--- config.mk ---
export PLATFORM = sky130hd
export DESIGN_NAME = rgb_pixel_buffer_engine
export DESIGN_NICKNAME = d
export VERILOG_FILES = /design/src/hw/rtl/rpbe_pkg.sv /design/src/hw/rtl/rpbe_ram.sv /design/src/hw/rtl/rpbe_ctrl.sv /design/src/hw/rtl/rpbe_dp.sv /design/src/hw/rtl/rgb_pixel_buffer_engine.sv
export VERILOG_INCLUDE_DIRS = /design/src /design/src/hw/rtl
export SDC_FILE = /design/constraint.sdc
export NUM_CORES = 1
export LEC_CHECK = 0
export BUFFER_PORTS_ARGS = -buffer_cell sky130_fd_sc_hd__buf_2
export CORE_AREA = 3 3 428 261
export DETAILED_ROUTE_END_ITERATION = 10
export DIE_AREA = 0 0 431 264
export GPL_TIMING_DRIVEN = 0
export PLACE_DENSITY = 0.48
export SKIP_LAST_GASP = 1
export SLEW_MARGIN = 20
export SYNTH_ARGS = -nofsm -noshare
export SYNTH_HDL_FRONTEND = slang
export SYNTH_SLANG_ARGS = --single-unit
--- constraint.sdc ---
create_clock -name clk_i -period 19.7 [get_ports clk_i]
set_input_delay 3.94 -clock clk_i [delete_from_list [all_inputs] [get_ports clk_i]]
set_output_delay 3.94 -clock clk_i [all_outputs]
set_load 0.01 [all_outputs]
--- src/hw/rtl/rgb_pixel_buffer_engine_assert.svh ---
// Assertion macros for the RGB pixel buffer engine.
// Used by the controller and datapath; expects clk_i and rst_ni in scope.
`ifndef RGB_PIXEL_BUFFER_ENGINE_ASSERT_SVH
`define RGB_PIXEL_BUFFER_ENGINE_ASSERT_SVH

`ifndef SYNTHESIS
// checked outside reset only
`define RPBE_ASSERT(lbl, prop, msg) \
  lbl: assert property (@(posedge clk_i) disable iff (!rst_ni) prop) else $error(msg);
// checked on every edge, reset included
`define RPBE_ASSERT_ALWAYS(lbl, prop, msg) \
  lbl: assert property (@(posedge clk_i) prop) else $error(msg);
`else
`define RPBE_ASSERT(lbl, prop, msg)
`define RPBE_ASSERT_ALWAYS(lbl, prop, msg)
`endif

`endif

--- src/hw/rtl/rpbe_pkg.sv ---
// Shared types and constants for the RGB pixel buffer engine.
// No dependencies; imported by every module of the block except rpbe_ram.
`default_nettype none

package rpbe_pkg;

  // buffer geometry
  localparam int PIXELS    = 32;
  localparam int BUF_BYTES = 3 * PIXELS;
  localparam int ADDR_W    = $clog2(BUF_BYTES);
  // sweep index also reaches BUF_BYTES+2 during a rotate
  localparam int IDX_W     = $clog2(BUF_BYTES + 3);

  // command codes
  typedef enum logic [2:0] {
    MODE_WRITE  = 3'd0,
    MODE_FILL   = 3'd1,
    MODE_ADD    = 3'd2,
    MODE_ROTATE = 3'd3,
    MODE_REPEAT = 3'd4,
    MODE_READ   = 3'd5
  } mode_e;

  // source of the byte written in the second stage
  typedef enum logic [2:0] {
    SRC_ZERO,
    SRC_BYTE,
    SRC_COLOUR,
    SRC_ADD,
    SRC_RDATA,
    SRC_SAVED
  } src_e;

  typedef enum logic [2:0] {
    ST_CLEAR,
    ST_IDLE,
    ST_START,
    ST_SWEEP,
    ST_DRAIN,
    ST_RDBK,
    ST_RDWAIT,
    ST_OUT
  } ctrl_state_e;

  typedef struct packed {
    logic [2:0] mode;
    logic [7:0] first_pixel;
    logic [7:0] last_pixel;
    logic [9:0] byte_offset;
    logic [9:0] period;
    logic [7:0] red;
    logic [7:0] green;
    logic [7:0] blue;
  } in_word_t;

  typedef struct packed {
    logic       status;
    logic [7:0] pixel_red;
    logic [7:0] pixel_green;
    logic [7:0] pixel_blue;
  } out_word_t;

  // controller to datapath
  typedef struct packed {
    logic load;
    logic step;
    logic clr;
    logic rb_init;
    logic rb;
    logic out_load;
  } dp_cmd_t;

  // datapath to controller
  typedef struct packed {
    logic need_sweep;
    logic last;
  } dp_sts_t;

endpackage

`default_nettype wire

--- src/hw/rtl/rpbe_ram.sv ---
// Generic single write port, single read port RAM with registered read.
// No dependencies.
`default_nettype none

module rpbe_ram #(
  parameter int WIDTH = 8,
  parameter int DEPTH = 96
) (
  input  logic                     clk_i,
  input  logic                     we_i,
  input  logic [$clog2(DEPTH)-1:0] waddr_i,
  input  logic [WIDTH-1:0]         wdata_i,
  input  logic [$clog2(DEPTH)-1:0] raddr_i,
  output logic [WIDTH-1:0]         rdata_o
);

  logic [WIDTH-1:0] mem_q [DEPTH];
  logic [WIDTH-1:0] rdata_q;

  // write port
  always_ff @(posedge clk_i) begin
    if (we_i) begin
      mem_q[waddr_i] <= wdata_i;
    end
  end

  // registered read, old data on a same-address write
  always_ff @(posedge clk_i) begin
    rdata_q <= mem_q[raddr_i];
  end

  assign rdata_o = rdata_q;

endmodule

`default_nettype wire

--- src/hw/rtl/rpbe_ctrl.sv ---
// Controller state machine of the RGB pixel buffer engine.
// Depends on rpbe_pkg; sequences rpbe_dp through dp_cmd_t / dp_sts_t.
`default_nettype none
`include "rgb_pixel_buffer_engine_assert.svh"

module rpbe_ctrl import rpbe_pkg::*; (
  input  logic    clk_i,
  input  logic    rst_ni,
  input  logic    in_valid_i,
  output logic    in_ready_o,
  output logic    out_valid_o,
  input  logic    out_ready_i,
  output dp_cmd_t cmd_o,
  input  dp_sts_t sts_i
);

  ctrl_state_e state_q, state_d;
  logic        out_valid_q, out_valid_d;

  // state and output valid registers
  always_ff @(posedge clk_i or negedge rst_ni) begin
    if (!rst_ni) begin
      state_q     <= ST_CLEAR;
      out_valid_q <= 1'b0;
    end else begin
      state_q     <= state_d;
      out_valid_q <= out_valid_d;
    end
  end

  // next state and commands
  always_comb begin
    state_d     = state_q;
    cmd_o       = '0;
    in_ready_o  = 1'b0;
    out_valid_d = out_valid_q && !out_ready_i;
    unique case (state_q)
      ST_CLEAR: begin
        cmd_o.clr = 1'b1;
        if (sts_i.last) begin
          state_d = ST_IDLE;
        end
      end
      ST_IDLE: begin
        in_ready_o = 1'b1;
        if (in_valid_i) begin
          cmd_o.load = 1'b1;
          state_d    = ST_START;
        end
      end
      ST_START: begin
        if (sts_i.need_sweep) begin
          state_d = ST_SWEEP;
        end else begin
          cmd_o.rb_init = 1'b1;
          state_d       = ST_RDBK;
        end
      end
      ST_SWEEP: begin
        cmd_o.step = 1'b1;
        if (sts_i.last) begin
          state_d = ST_DRAIN;
        end
      end
      // last write of the sweep lands here
      ST_DRAIN: begin
        cmd_o.rb_init = 1'b1;
        state_d       = ST_RDBK;
      end
      ST_RDBK: begin
        cmd_o.rb = 1'b1;
        if (sts_i.last) begin
          state_d = ST_RDWAIT;
        end
      end
      ST_RDWAIT: begin
        state_d = ST_OUT;
      end
      ST_OUT: begin
        if (!out_valid_q || out_ready_i) begin
          cmd_o.out_load = 1'b1;
          out_valid_d    = 1'b1;
          state_d        = ST_IDLE;
        end
      end
      default: begin
        state_d = ST_IDLE;
      end
    endcase
  end

  assign out_valid_o = out_valid_q;

  // checks
  `RPBE_ASSERT(a_out_no_overwrite, cmd_o.out_load |-> (!out_valid_q || out_ready_i), "result word overwritten before taken")
  `RPBE_ASSERT(a_single_issue, (cmd_o.step || cmd_o.clr) |-> !cmd_o.rb, "two buffer issues in one cycle")
  `RPBE_ASSERT_ALWAYS(a_no_accept_in_clear, (state_q == ST_CLEAR) |-> !in_ready_o, "word accepted during clearing pass")

endmodule

`default_nettype wire

--- src/hw/rtl/rpbe_dp.sv ---
// Datapath of the RGB pixel buffer engine: buffer RAM, sweep counters,
// two-stage read/modify/write pipe and result register. Uses rpbe_pkg, rpbe_ram.
`default_nettype none
`include "rgb_pixel_buffer_engine_assert.svh"

module rpbe_dp import rpbe_pkg::*; (
  input  logic      clk_i,
  input  logic      rst_ni,
  input  dp_cmd_t   cmd_i,
  output dp_sts_t   sts_o,
  input  in_word_t  in_word_i,
  output out_word_t out_word_o
);

  // captured command
  logic [2:0]       mode_q;
  logic [7:0]       first_q;
  logic             first_ok_q;
  logic [7:0]       col_q [3];
  logic [IDX_W-1:0] per_q;
  logic             status_q;
  logic             need_sweep_q;

  // sweep counters
  logic [IDX_W-1:0] idx_q, idx_d, end_q, end_d, rp_q, rp_d;
  logic [1:0]       ch_q, ch_d;

  // load decode
  logic [9:0]       in_first3, in_last3, q_first3;
  logic [10:0]      in_waddr;
  logic             in_first_ok, in_last_ok, in_range_ok, in_per_ok;
  logic             ld_sweep, ld_status;
  logic [IDX_W-1:0] ld_idx, ld_end, rb_idx;

  // issue stage
  logic              issue, rd_use, idx_in_buf;
  logic [ADDR_W-1:0] idx_a, ra, iss_wa;
  logic              iss_we, iss_cap_sav, iss_cap_out;
  src_e              iss_src;

  // write stage
  logic              s1_we_q, s1_cap_sav_q, s1_cap_out_q;
  logic [ADDR_W-1:0] s1_wa_q;
  src_e              s1_src_q;
  logic [1:0]        s1_ch_q;
  logic [7:0]        rdata, wdata, col_sel, sav_sel;
  logic [7:0]        sav_q [3];
  logic [7:0]        pix_q [3];
  out_word_t         out_q;

  // decode of the incoming word
  assign in_first3   = {1'b0, in_word_i.first_pixel, 1'b0} + {2'b00, in_word_i.first_pixel};
  assign in_last3    = {1'b0, in_word_i.last_pixel, 1'b0} + {2'b00, in_word_i.last_pixel};
  assign in_waddr    = {1'b0, in_first3} + {1'b0, in_word_i.byte_offset};
  assign in_first_ok = {2'b00, in_word_i.first_pixel} < 10'(PIXELS);
  assign in_last_ok  = {2'b00, in_word_i.last_pixel} < 10'(PIXELS);
  assign in_range_ok = in_first_ok && in_last_ok &&
                       (in_word_i.last_pixel >= in_word_i.first_pixel);
  assign in_per_ok   = (in_word_i.period != 10'd0) && (in_word_i.period < 10'(BUF_BYTES));

  always_comb begin
    ld_sweep  = 1'b0;
    ld_status = 1'b0;
    ld_idx    = '0;
    ld_end    = '0;
    unique case (in_word_i.mode)
      MODE_WRITE: begin
        ld_sweep = in_waddr < 11'(BUF_BYTES);
        ld_idx   = IDX_W'(in_waddr);
        ld_end   = IDX_W'(in_waddr);
      end
      MODE_FILL, MODE_ADD: begin
        ld_sweep  = in_range_ok;
        ld_status = !in_range_ok;
        ld_idx    = IDX_W'(in_first3);
        ld_end    = IDX_W'(in_last3 + 10'd2);
      end
      MODE_ROTATE: begin
        ld_sweep = 1'b1;
        ld_idx   = '0;
        ld_end   = IDX_W'(BUF_BYTES + 2);
      end
      MODE_REPEAT: begin
        ld_sweep = in_per_ok;
        ld_idx   = IDX_W'(in_word_i.period);
        ld_end   = IDX_W'(BUF_BYTES - 1);
      end
      default: begin
        ld_sweep = 1'b0;
      end
    endcase
  end

  // readback start address
  assign q_first3 = {1'b0, first_q, 1'b0} + {2'b00, first_q};
  assign rb_idx   = first_ok_q ? IDX_W'(q_first3) : '0;

  // issue: read address, write target and byte source
  assign idx_in_buf = idx_q < IDX_W'(BUF_BYTES);
  assign idx_a      = ADDR_W'(idx_q);

  always_comb begin
    iss_we      = 1'b0;
    iss_wa      = idx_a;
    iss_src     = SRC_ZERO;
    ra          = '0;
    rd_use      = 1'b0;
    iss_cap_sav = 1'b0;
    iss_cap_out = 1'b0;
    if (cmd_i.clr) begin
      iss_we = 1'b1;
    end else if (cmd_i.rb) begin
      ra          = idx_a;
      rd_use      = 1'b1;
      iss_cap_out = 1'b1;
    end else if (cmd_i.step) begin
      unique case (mode_q)
        MODE_WRITE: begin
          iss_we  = 1'b1;
          iss_src = SRC_BYTE;
        end
        MODE_FILL: begin
          iss_we  = 1'b1;
          iss_src = SRC_COLOUR;
        end
        MODE_ADD: begin
          ra      = idx_a;
          rd_use  = 1'b1;
          iss_we  = 1'b1;
          iss_src = SRC_ADD;
        end
        // read i, write i-3; first three bytes saved for the tail
        MODE_ROTATE: begin
          if (idx_in_buf) begin
            ra     = idx_a;
            rd_use = 1'b1;
          end
          iss_we      = idx_q >= IDX_W'(3);
          iss_wa      = ADDR_W'(idx_q - IDX_W'(3));
          iss_src     = idx_in_buf ? SRC_RDATA : SRC_SAVED;
          iss_cap_sav = idx_q < IDX_W'(3);
        end
        // byte k takes original byte k mod period, never rewritten
        MODE_REPEAT: begin
          ra      = ADDR_W'(rp_q);
          rd_use  = 1'b1;
          iss_we  = 1'b1;
          iss_src = SRC_RDATA;
        end
        default: begin
          iss_we = 1'b0;
        end
      endcase
    end
  end

  assign issue = cmd_i.clr || cmd_i.rb || cmd_i.step;

  // counter next values
  always_comb begin
    idx_d = idx_q;
    end_d = end_q;
    ch_d  = ch_q;
    rp_d  = rp_q;
    if (cmd_i.load) begin
      idx_d = ld_idx;
      end_d = ld_end;
      ch_d  = 2'd0;
      rp_d  = '0;
    end else if (cmd_i.rb_init) begin
      idx_d = rb_idx;
      end_d = rb_idx + IDX_W'(2);
      ch_d  = 2'd0;
    end else if (issue) begin
      idx_d = idx_q + IDX_W'(1);
      ch_d  = (ch_q == 2'd2) ? 2'd0 : ch_q + 2'd1;
      rp_d  = (rp_q + IDX_W'(1) == per_q) ? '0 : rp_q + IDX_W'(1);
    end
  end

  // control registers
  always_ff @(posedge clk_i or negedge rst_ni) begin
    if (!rst_ni) begin
      idx_q        <= '0;
      end_q        <= IDX_W'(BUF_BYTES - 1);
      ch_q         <= 2'd0;
      rp_q         <= '0;
      mode_q       <= MODE_READ;
      need_sweep_q <= 1'b0;
      s1_we_q      <= 1'b0;
      s1_cap_sav_q <= 1'b0;
      s1_cap_out_q <= 1'b0;
    end else begin
      idx_q        <= idx_d;
      end_q        <= end_d;
      ch_q         <= ch_d;
      rp_q         <= rp_d;
      s1_we_q      <= iss_we;
      s1_cap_sav_q <= iss_cap_sav;
      s1_cap_out_q <= iss_cap_out;
      if (cmd_i.load) begin
        mode_q       <= in_word_i.mode;
        need_sweep_q <= ld_sweep;
      end
    end
  end

  // captured command payload
  always_ff @(posedge clk_i) begin
    if (cmd_i.load) begin
      first_q    <= in_word_i.first_pixel;
      first_ok_q <= in_first_ok;
      col_q[0]   <= in_word_i.red;
      col_q[1]   <= in_word_i.green;
      col_q[2]   <= in_word_i.blue;
      per_q      <= IDX_W'(in_word_i.period);
      status_q   <= ld_status;
    end
  end

  // write stage payload
  always_ff @(posedge clk_i) begin
    s1_wa_q  <= iss_wa;
    s1_src_q <= iss_src;
    s1_ch_q  <= ch_q;
  end

  // channel selects
  always_comb begin
    case (s1_ch_q)
      2'd0:    begin col_sel = col_q[0]; sav_sel = sav_q[0]; end
      2'd1:    begin col_sel = col_q[1]; sav_sel = sav_q[1]; end
      default: begin col_sel = col_q[2]; sav_sel = sav_q[2]; end
    endcase
  end

  // write data
  always_comb begin
    case (s1_src_q)
      SRC_ZERO:   wdata = 8'd0;
      SRC_BYTE:   wdata = col_q[0];
      SRC_COLOUR: wdata = col_sel;
      SRC_ADD:    wdata = rdata + col_sel;
      SRC_RDATA:  wdata = rdata;
      SRC_SAVED:  wdata = sav_sel;
      default:    wdata = 8'd0;
    endcase
  end

  rpbe_ram #(
    .WIDTH(8),
    .DEPTH(BUF_BYTES)
  ) u_buf (
    .clk_i  (clk_i),
    .we_i   (s1_we_q),
    .waddr_i(s1_wa_q),
    .wdata_i(wdata),
    .raddr_i(ra),
    .rdata_o(rdata)
  );

  // saved head bytes, readback pixel and result word
  always_ff @(posedge clk_i) begin
    if (s1_cap_sav_q) begin
      sav_q[s1_ch_q] <= rdata;
    end
    if (s1_cap_out_q) begin
      pix_q[s1_ch_q] <= first_ok_q ? rdata : 8'd0;
    end
    if (cmd_i.out_load) begin
      out_q.status      <= status_q;
      out_q.pixel_red   <= pix_q[0];
      out_q.pixel_green <= pix_q[1];
      out_q.pixel_blue  <= pix_q[2];
    end
  end

  assign sts_o.need_sweep = need_sweep_q;
  assign sts_o.last       = idx_q == end_q;
  assign out_word_o       = out_q;

  // checks
  `RPBE_ASSERT(a_no_rw_collision, (rd_use && s1_we_q) |-> (ra != s1_wa_q), "read of a byte being written")
  `RPBE_ASSERT(a_wr_in_range, s1_we_q |-> (int'(s1_wa_q) < BUF_BYTES), "buffer write out of range")

endmodule

`default_nettype wire

--- src/hw/rtl/rgb_pixel_buffer_engine.sv ---
// Top level of the RGB pixel buffer engine: controller plus datapath.
// Depends on rpbe_pkg, rpbe_ctrl, rpbe_dp (and rpbe_ram inside it).
//
//   channel | signals                          | word
//   --------+----------------------------------+-----------
//   command | in_valid_i, in_ready_o, in_word_i   | in_word_t
//   result  | out_valid_o, out_ready_i, out_word_o | out_word_t
//
// One command at a time; one byte of the buffer RAM is visited per cycle during a sweep.
// Nothing is swept for a read, a bad range, an ignored write or repeat, or an unused code;
// otherwise the sweep takes write 1, fill/add 3*(last-first+1), rotate 3*PIXELS+3 and
// repeat 3*PIXELS-period steps.
// After reset a clearing pass of 3*PIXELS steps zeroes the buffer; in_ready_o low.
// The next command is taken while a finished result waits in the output register.
`default_nettype none

module rgb_pixel_buffer_engine import rpbe_pkg::*; (
  input  logic      clk_i,
  input  logic      rst_ni,
  input  logic      in_valid_i,
  output logic      in_ready_o,
  input  in_word_t  in_word_i,
  output logic      out_valid_o,
  input  logic      out_ready_i,
  output out_word_t out_word_o
);

  dp_cmd_t cmd;
  dp_sts_t sts;

  rpbe_ctrl u_ctrl (
    .clk_i      (clk_i),
    .rst_ni     (rst_ni),
    .in_valid_i (in_valid_i),
    .in_ready_o (in_ready_o),
    .out_valid_o(out_valid_o),
    .out_ready_i(out_ready_i),
    .cmd_o      (cmd),
    .sts_i      (sts)
  );

  rpbe_dp u_dp (
    .clk_i     (clk_i),
    .rst_ni    (rst_ni),
    .cmd_i     (cmd),
    .sts_o     (sts),
    .in_word_i (in_word_i),
    .out_word_o(out_word_o)
  );

endmodule

`default_nettype wire
==> results of run 1 <==
[cell type report]
cell class | instances | share of cell area (%)
buffer | 205 | 2.16
tap | 1425 | 3.87
clock inverter | 49 | 1.18
clock buffer | 108 | 5.08
inverter | 36 | 0.293
multi-input combinational | 2033 | 24.5
antenna | 2 | 0.0109
sequential | 935 | 60.2
timing repair buffer | 123 | 2.71
[per-layer routing]
metal,global-route usage (%),vias up
met5,0,-
met3,12.6,314
met1,44.4,15100
met4,7.00,0
li1,-,12300
met2,35.1,2178
[registers in the layout (all words and copies together) (netlist names), 3 cells and up]
signal              flops
u_ctrl.state_q          3
u_dp.u_buf.mem_q      768
u_dp.col_q             24
u_dp.pix_q             24
u_dp.mode_q             3
u_dp.first_q            7
u_dp.per_q              7
out_word_o             24
u_dp.s1_src_q           3
u_dp.end_q              7
u_dp.idx_a              7
u_dp.sav_q             24
u_dp.rp_q               7
u_dp.u_buf.rdata_o      8
u_dp.s1_wa_q            7
[power by group through the flow]
stage	Clock (W)	Sequential (W)	Combinational (W)
2_1_floorplan	0	0.00263	0.00118
3_3_place_gp	0	0.00273	0.00223
3_5_place_dp	0	0.00263	0.00244
4_1_cts	0.00177	0.00259	0.00244
5_1_grt	0.00185	0.00260	0.00264
6_report	0.00176	0.00259	0.00258
[final timing paths]
path	from	end	slack, ns	cells after the start
min in group asynchronous	rst_ni	u_ctrl.state_q[0]$_DFFE_PN0P_	3.35	1
worst max-delay path	in_word_i[52]	u_dp.end_q[6]$_DFFE_PN1P_	12.81	15
max in group asynchronous	rst_ni	u_dp.rp_q[2]$_DFFE_PN0P_	15.79	1
worst min-delay path	u_dp.pix_q[1][7]$_DFFE_PP_	out_word_o[15]$_DFFE_PP_	0.42	0
worst max register to register	u_dp.mode_q[0]$_DFFE_PN1P_	u_dp.u_buf.rdata_o[2]$_DFF_P_	14.23	11
worst min register to register	u_dp.pix_q[1][7]$_DFFE_PP_	out_word_o[15]$_DFFE_PP_	0.42	0
[cell usage in the layout (no fill, tap or decap), types with 11 or more instances in the layout]
| cell | Yosys | routed |
|---|---|---|
| a211oi_1 | 66 | 66 |
| a21o_1 | 14 | 14 |
| a21oi_1 | 78 | 78 |
| a22oi_1 | 14 | 14 |
| a311oi_1 | 48 | 45 |
| a31oi_1 | 67 | 67 |
| and2_1 | 12 | 12 |
| and3_1 | 70 | 70 |
| buf_1 | 15 | 13 |
| buf_16 | 0 | 25 |
| buf_2 | 97 | 189 |
| clkbuf_1 | 78 | 83 |
| clkbuf_16 | 0 | 89 |
| clkinv_1 | 1 | 15 |
| clkinv_2 | 0 | 17 |
| dfrtp_1 | 26 | 26 |
| dfxtp_1 | 20 | 20 |
| edfxtp_1 | 881 | 881 |
| ha_1 | 53 | 53 |
| inv_1 | 35 | 35 |
| mux2i_1 | 33 | 33 |
| nand2_1 | 745 | 745 |
| nand3_1 | 343 | 342 |
| nand4_1 | 14 | 14 |
| nor2_1 | 147 | 121 |
| nor2_2 | 0 | 26 |
| nor2b_1 | 14 | 13 |
| nor3_1 | 23 | 21 |
| nor4_1 | 13 | 11 |
| o21ai_0 | 68 | 66 |
| o22ai_1 | 16 | 12 |
| xnor2_1 | 36 | 36 |
| xor2_1 | 24 | 24 |
[critical path, cell delays in order]
cell      delay [ns]
buf_2           0.17
ha_1            0.19
inv_1           0.05
fa_1            0.48
inv_1           0.08
ha_1            0.31
nor2b_1         0.14
o21ai_0         0.18
a21boi_0        0.22
o21a_1          0.23
or3_1           0.36
a21boi_0        0.21
a21oi_1         0.07
o21bai_1        0.65
a221oi_1        0.17
[cells by family (layout without fill, tap and decap cells)]
logic type	Yosys count	count (layout)	share of synthesized area (%)
simple gates	1418	1418	15.6
buf+inv	241	521	2.79
other cells	0	2	0
fa+ha+maj	59	59	1.94
flops	935	935	69.5
compound gates	457	457	7.83
mux	39	39	0.998
xor+xnor	60	60	1.32
[per-stage QoR]
stage,utilization (%),hold slack (ns),total power [W]
after floorplan,-,0.388,0.00381
after global placement,39.2,0.403,0.00497
after detailed placement,40.1,0.406,0.00506
after CTS,42.8,0.420,0.00680
after global routing,42.9,0.426,0.00709
final,42.9,0.420,0.00693
==> metrics.md, run 1 <==
| Metric | Value |
|---|---|
| DR vias | about 30000 |
| Pin count of the biggest net entering global routing | about 60 |
| Post-synth EDFFs | 881 |
| CTS H-tree depth | 3 |
| Worst endpoint data arrival time | between 7 and 8 ns |
| Placed cell areas | between 40000 and 50000 um^2 |
| Largest fanout on the critical path | 5 |
| First-pass iteration count of the detailed router | 8 |
| Num CTS Buffers | 88 |
| Multi-input gate area | ~11000 um^2 |
| Cell area after layout | roughly 46000 um^2 |
| Yosys reg bits | between 900 and 1000 |
| GRT Total Usage | between 20% and 30% |
| Max-cap violations | 0 |
| Seq/Total Area, Yosys | between 60% and 70% |
| WL met3 | 27.3 mm |
| Tightest Pin Transition | around 1.4 ns |
| Top cells by count, synth | edfxtp_1, nand2_1, nand3_1 |
| Startpoint types | primary input |
| Pins over their slew limit | 0 |
| Ys flop type | edfxtp_1 |
| Initial DRC count | between 5000 and 6000 |
| Row count | 93 |
| Clock Tree Buf Depth | 3 |
| Avg Cell Area, Syn | around 12 um^2 |
| Initial antenna violation count | 13 |
| Cts hold-fix bufs | 0 |
| Setup ws final | between 10 and 15 ns |
| Sequential standard cell area | around 28000 um^2 |
| Dpl ws | around 12 ns |
| Rel. slew slack | under 10% |
| Port bufs | 90 |
| Clock Latency Late Sink | between 0.7 and 0.8 ns |
| Final period util | between 30% and 40% |
| Synth warn | 0 |
| Placed insts | approximately 4800 |
| Starting Density | 37.1% |
| First-pass GRT wire length | 224 mm |
| FMAX | 145 MHz |
| Post-Syn Area | 39900 um^2 |
| Post-CTS Repair Setup Buffers | 0 |
| Routed WL per cell | 33.7 um |
| Leak | between 15 and 20 nW |
| Pint | between 0.004 and 0.005 W |
| Comb pwr share | between 30 and 40% |
| Crit. End Element | register |
| Grt total ovfl | 0 |
| Clock skew | 0.0247 ns |
| Post-synth ARST share | under 10% |
| Syn nets | approximately 3300 |
| NetSw | roughly 0.0028 W |
| GPL Wtd Cong | 0.984 |
| Fill cells | ~9900 |
| Unrepaired setup endpoints after global routing | false |
| Root Buffer | clkbuf_16 |
| Fin nets | between 3000 and 4000 |
| DIE AREA | around 110000 um^2 |
| Pwr dens | around 150 nW/um^2 |
| Top Metal Used | met4 |
| Final worst path period need | between 6 and 7 ns |
| Via/cell ratio | 6.09 |
| # IOs | between 90 and 100 |
| Most frequent cell after synthesis | edfxtp_1 |
| Status | completed |
| Chip Width | 431 um |
| Class of the worst hold path | register to register |
| Clock sinks | around 940 |
| Critical Path RT | 20.29 ns |
| Final hold violation count | 0 |
| Die extent in y | between 200 and 300 um |
| Detail Route Antenna Nets | 0 |
| Met2 wire length | around 60 mm |
| Core Area | approximately 110000 um^2 |
| DPL Wire Length | approximately 120 mm |
| Clock Pin Slew Worst Setup and Hold Paths | 0.06 ns |
| Seq pwr share | 37.3% |
| Final setup TNS | 0 ns |
| Setup Viol. Count Final | 0 |
| WL final | approximately 170 mm |
| Peak VDD IR | ~0.076 mV |
| Post-synth top area cell | edfxtp_1 |
| Net Sw Frac | about two fifths |
| Syn Inst Count | ~3200 |
| DRC Markers | 0 |
| # resized after CTS | 0 |
| Setup CP Type | primary input to register |
| Synth area leaders | edfxtp_1, nand2_1, nand3_1 |
| Area growth syn-to-layout | 15.4% |
| Share of layout cells above drive strength 1 | between 10% and 20% |
| Vias in the first global route | about 27000 |
| Top cell type's share of synthesized area | between 60% and 70% |
| CTS tree | built |
| Post-Route M1 WL | about 74 mm |
| Cell Count, Final, Fillers Out | slightly below 5000 |
| Share of power burned in the clock network | 25.4% |
| Post-synth cell types | 78 |
No activity file was read; power rests on OpenSTA's default activity.
==> run 2, diff against run 1 <==
--- a/config.mk
+++ b/config.mk
@@ -11,7 +11,7 @@
 export DETAILED_ROUTE_END_ITERATION = 10
 export DIE_AREA = 0 0 431 264
 export GPL_TIMING_DRIVEN = 0
-export PLACE_DENSITY = 0.48
+export PLACE_DENSITY = 0.49
 export SKIP_LAST_GASP = 1
 export SLEW_MARGIN = 20
 export SYNTH_ARGS = -nofsm -noshare
==> constraint.sdc (replaced) <==
create_clock -name clk_i -period 6.3 [get_ports clk_i]
set_input_delay 1.26 -clock clk_i [delete_from_list [all_inputs] [get_ports clk_i]]
set_output_delay 1.26 -clock clk_i [all_outputs]
set_load 0.01 [all_outputs]
==> metrics.md, run 2 (synthesized netlist as in run 1, its figures left out) <==
| Metric | Value |
|---|---|
| Status | completed |
| Clock Tree Buf Depth | 3 (unchanged) |
| Post-CTS Repair Setup Buffers | 0 (unchanged) |
| Seq pwr share | 37.0% (-0.3 points) |
| GRT Total Usage | 28.4% (-0.10 points) |
| # resized after CTS | 0 (unchanged) |
| Max-cap violations | 0 (unchanged) |
| Crit path launch | u_dp.idx_a[0]$_DFFE_PN0P_ |
| DIE AREA | 114000 um^2 (unchanged) |
| Cts hold-fix bufs | 0 (unchanged) |
| Flop2flop setup slack | 0.96 ns (-13.27 ns) |
| DR vias | 29600 (-1.3%) |
| Placed cell areas | 43100 um^2 (about the same) |
| Final setup TNS | 0 ns (unchanged) |
| R2r endpoint | u_dp.u_buf.rdata_o[5]$_DFF_P_ |
| Pwr dens | 474 nW/um^2 (+210%) |
| Worst endpoint data arrival time | 5.80 ns (-1.68 ns) |
| # IOs | 94 (unchanged) |
| Unrepaired setup endpoints after global routing | false |
| Final hold violation count | 0 (unchanged) |
| Worst r2r src | u_dp.idx_a[0]$_DFFE_PN0P_ |
| Most common cell after layout, fill and taps aside | edfxtp_1 |
| Startpoint types | register |
| Share of power burned in the clock network | 26.1% (+0.7 points) |
| Placed insts | 4760 (+0.063%) |
| Pint | 0.0131 W (+220%) |
| Total power | 0.0219 W (+220%) |
| Final worst path period need | 5.34 ns |
| Clock skew | 0.0210 ns (-0.00363 ns) |
| Routed WL per cell | 33.4 um (-0.70%) |
| Largest Register | u_dp.u_buf.mem_q |
| CP top delay family | buffers and inverters |
| Setup CP Type | register to register |
| Die extent in y | 264 um (unchanged) |
| Starting Density | 37.1% (unchanged) |
| Port bufs | 90 (unchanged) |
| Area growth syn-to-layout | 15.7% |
| Clock Latency Late Sink | 0.72 ns (about the same) |
| Cell area after layout | 46200 um^2 (+0.24%) |
| Leak | 16.2 nW (+0.52%) |
| Cell Count, Final, Fillers Out | 4930 (+0.28%) |
| FF-to-FF path depth | 11 (unchanged) |
| Critical path depth | 11 (-4) |
| Detail Route Antenna Nets | 0 (unchanged) |
| Core Area | 107000 um^2 (unchanged) |
| Slowest stage cell, crit path | o21ai_0 |
| WL final | 165 mm (-0.42%) |
| Row count | 93 (unchanged) |
| CTS tree | built |
| Most frequent cells in the layout | edfxtp_1, nand2_1, nand3_1 |
| Tightest Pin Transition | 1.40 ns (+0.0268 ns) |
| Pin count of the biggest net entering global routing | 50 (-15%) |
| Clock sinks | 935 (unchanged) |
| Comb pwr share | 36.9% (-0.4 points) |
| Initial DRC count | 5199 (-5.2%) |
| First-pass iteration count of the detailed router | 6 (-2) |
| Vias in the first global route | 26300 (-3.4%) |
| Num CTS Buffers | 89 (+1.1%) |
| Max reg flops | 768 (unchanged) |
| Peak VDD IR | 0.213 mV (+180%) |
| Via/cell ratio | 6.00 (-1.5%) |
| WHS | 0.418 ns (-0.00192 ns) |
| Fin nets | 3551 (+0.11%) |
| Setup Viol. Count Final | 0 (unchanged) |
| Chip Width | 431 um (unchanged) |
| Rel. slew slack | 6.47% (-1.2 points) |
| FMAX | approximately 190 MHz |
| Clock Pin Slew Worst Setup and Hold Paths | 0.07 ns (about the same) |
| First-pass GRT wire length | 223 mm (-0.58%) |
| Class of the worst hold path | register to register |
| Pins over their slew limit | 0 (unchanged) |
| Worst setup endpoint | u_dp.u_buf.rdata_o[5]$_DFF_P_ |
| Crit. End Element | register |
| CP peak stage delay | 0.89 ns (+0.24 ns) |
| DRC Markers | 0 (unchanged) |
| Grt total ovfl | 0 (unchanged) |
| CTS H-tree depth | 3 (unchanged) |
| Fill cells | 10100 (+1.4%) |
| Root Buffer | clkbuf_16 |
| Final period util | roughly 85% |
| NetSw | 0.00878 W (+220%) |
| GPL Wtd Cong | 1.03 (+4.9%) |
| Share of layout cells above drive strength 1 | 12.6% (-0.13 points) |
| Net Sw Frac | 40.2% (about the same) |
| Initial antenna violation count | 12 (-1) |
| WP buf/inv | 4 (+1) |
| Critical Path RT | 6.75 ns (-13.54 ns) |
| Critical path cell sequence | clkbuf_1 > nand4_1 > nand2_2 > buf_2 > buf_2 > buf_2 > a21oi_1 > o21ai_0 > nand4_1 > o21ai_0 > nand4_1 |
| DPL Wire Length | 118 mm (-1.8%) |
| Largest fanout on the critical path | 10 (+5) |
==> run 2: changes by cell type in the layout (fill, tap and decap cells not counted), sizes merged <==
| cell | previous run | this run |
|---|---|---|
| clkbuf | 187 | 195 |
| clkinvlp | 2 | 4 |
| inv | 38 | 40 |
| clkinv | 35 | 36 |
| diode | 2 | 3 |
==> run 2: how the worst min path moves through the flow <==
| stage | depth (start not counted) | to | from | slack (ns) |
|---|---|---|---|---|
| CTS | 0 | out_word_o[20]$_DFFE_PP_ | u_dp.pix_q[0][4]$_DFFE_PP_ | 0.42 |
| floorplan | 0 | u_dp.s1_ch_q[0]$_DFF_P_ | u_dp.ch_q[0]$_DFFE_PN0P_ | 0.39 |
| global route | 0 | out_word_o[15]$_DFFE_PP_ | u_dp.pix_q[1][7]$_DFFE_PP_ | 0.43 |
| finish | 0 | out_word_o[20]$_DFFE_PP_ | u_dp.pix_q[0][4]$_DFFE_PP_ | 0.42 |
| detailed placement | 0 | out_word_o[20]$_DFFE_PP_ | u_dp.pix_q[0][4]$_DFFE_PP_ | 0.40 |
| global placement | 0 | out_word_o[15]$_DFFE_PP_ | u_dp.pix_q[1][7]$_DFFE_PP_ | 0.40 |
==> run 2: layout make-up <==
cell class                      instances  area (um^2)  share of cell area (%)
Clock inverter                         54          564                    1.22
Sequential cell                       935        27700                    60.1
Antenna cell                            3         7.51                  0.0163
Tap cell                             1425         1780                    3.86
Timing Repair Buffer                  126         1290                    2.80
Multi-Input combinational cell       2033        11200                    24.3
Inverter                               36          135                   0.293
Clock buffer                          113         2430                    5.27
Buffer                                205         1000                    2.18
==> run 2: per-layer routing <==
metal  share of wire [%]  track usage (%)  vias up
li1                    -                -    12300
met1                  46             44.6    15000
met2                  35             33.4     2041
met3                  17             14.4      259
met4                 2.5             6.53        2
met5              0.0079                0        -
==> run 2: metrics by stage <==
step,utilization [%],worst slack (ns)
global route,43.0,0.827
detailed placement,40.2,1.31
floorplan,-,0.227
finish,43.0,0.958
CTS,42.9,1.29
global placement,39.2,-6.12
==> run 2: power by group through the flow <==
| stage | clock network (W) | logic (W) | registers (W) |
|---|---|---|---|
| after floorplan | 0 | 0.00369 | 0.00823 |
| after global placement | 0 | 0.00699 | 0.00855 |
| after detailed placement | 0 | 0.00761 | 0.00822 |
| after CTS | 0.00572 | 0.00763 | 0.00809 |
| after global routing | 0.00597 | 0.00826 | 0.00812 |
| final | 0.00570 | 0.00808 | 0.00809 |
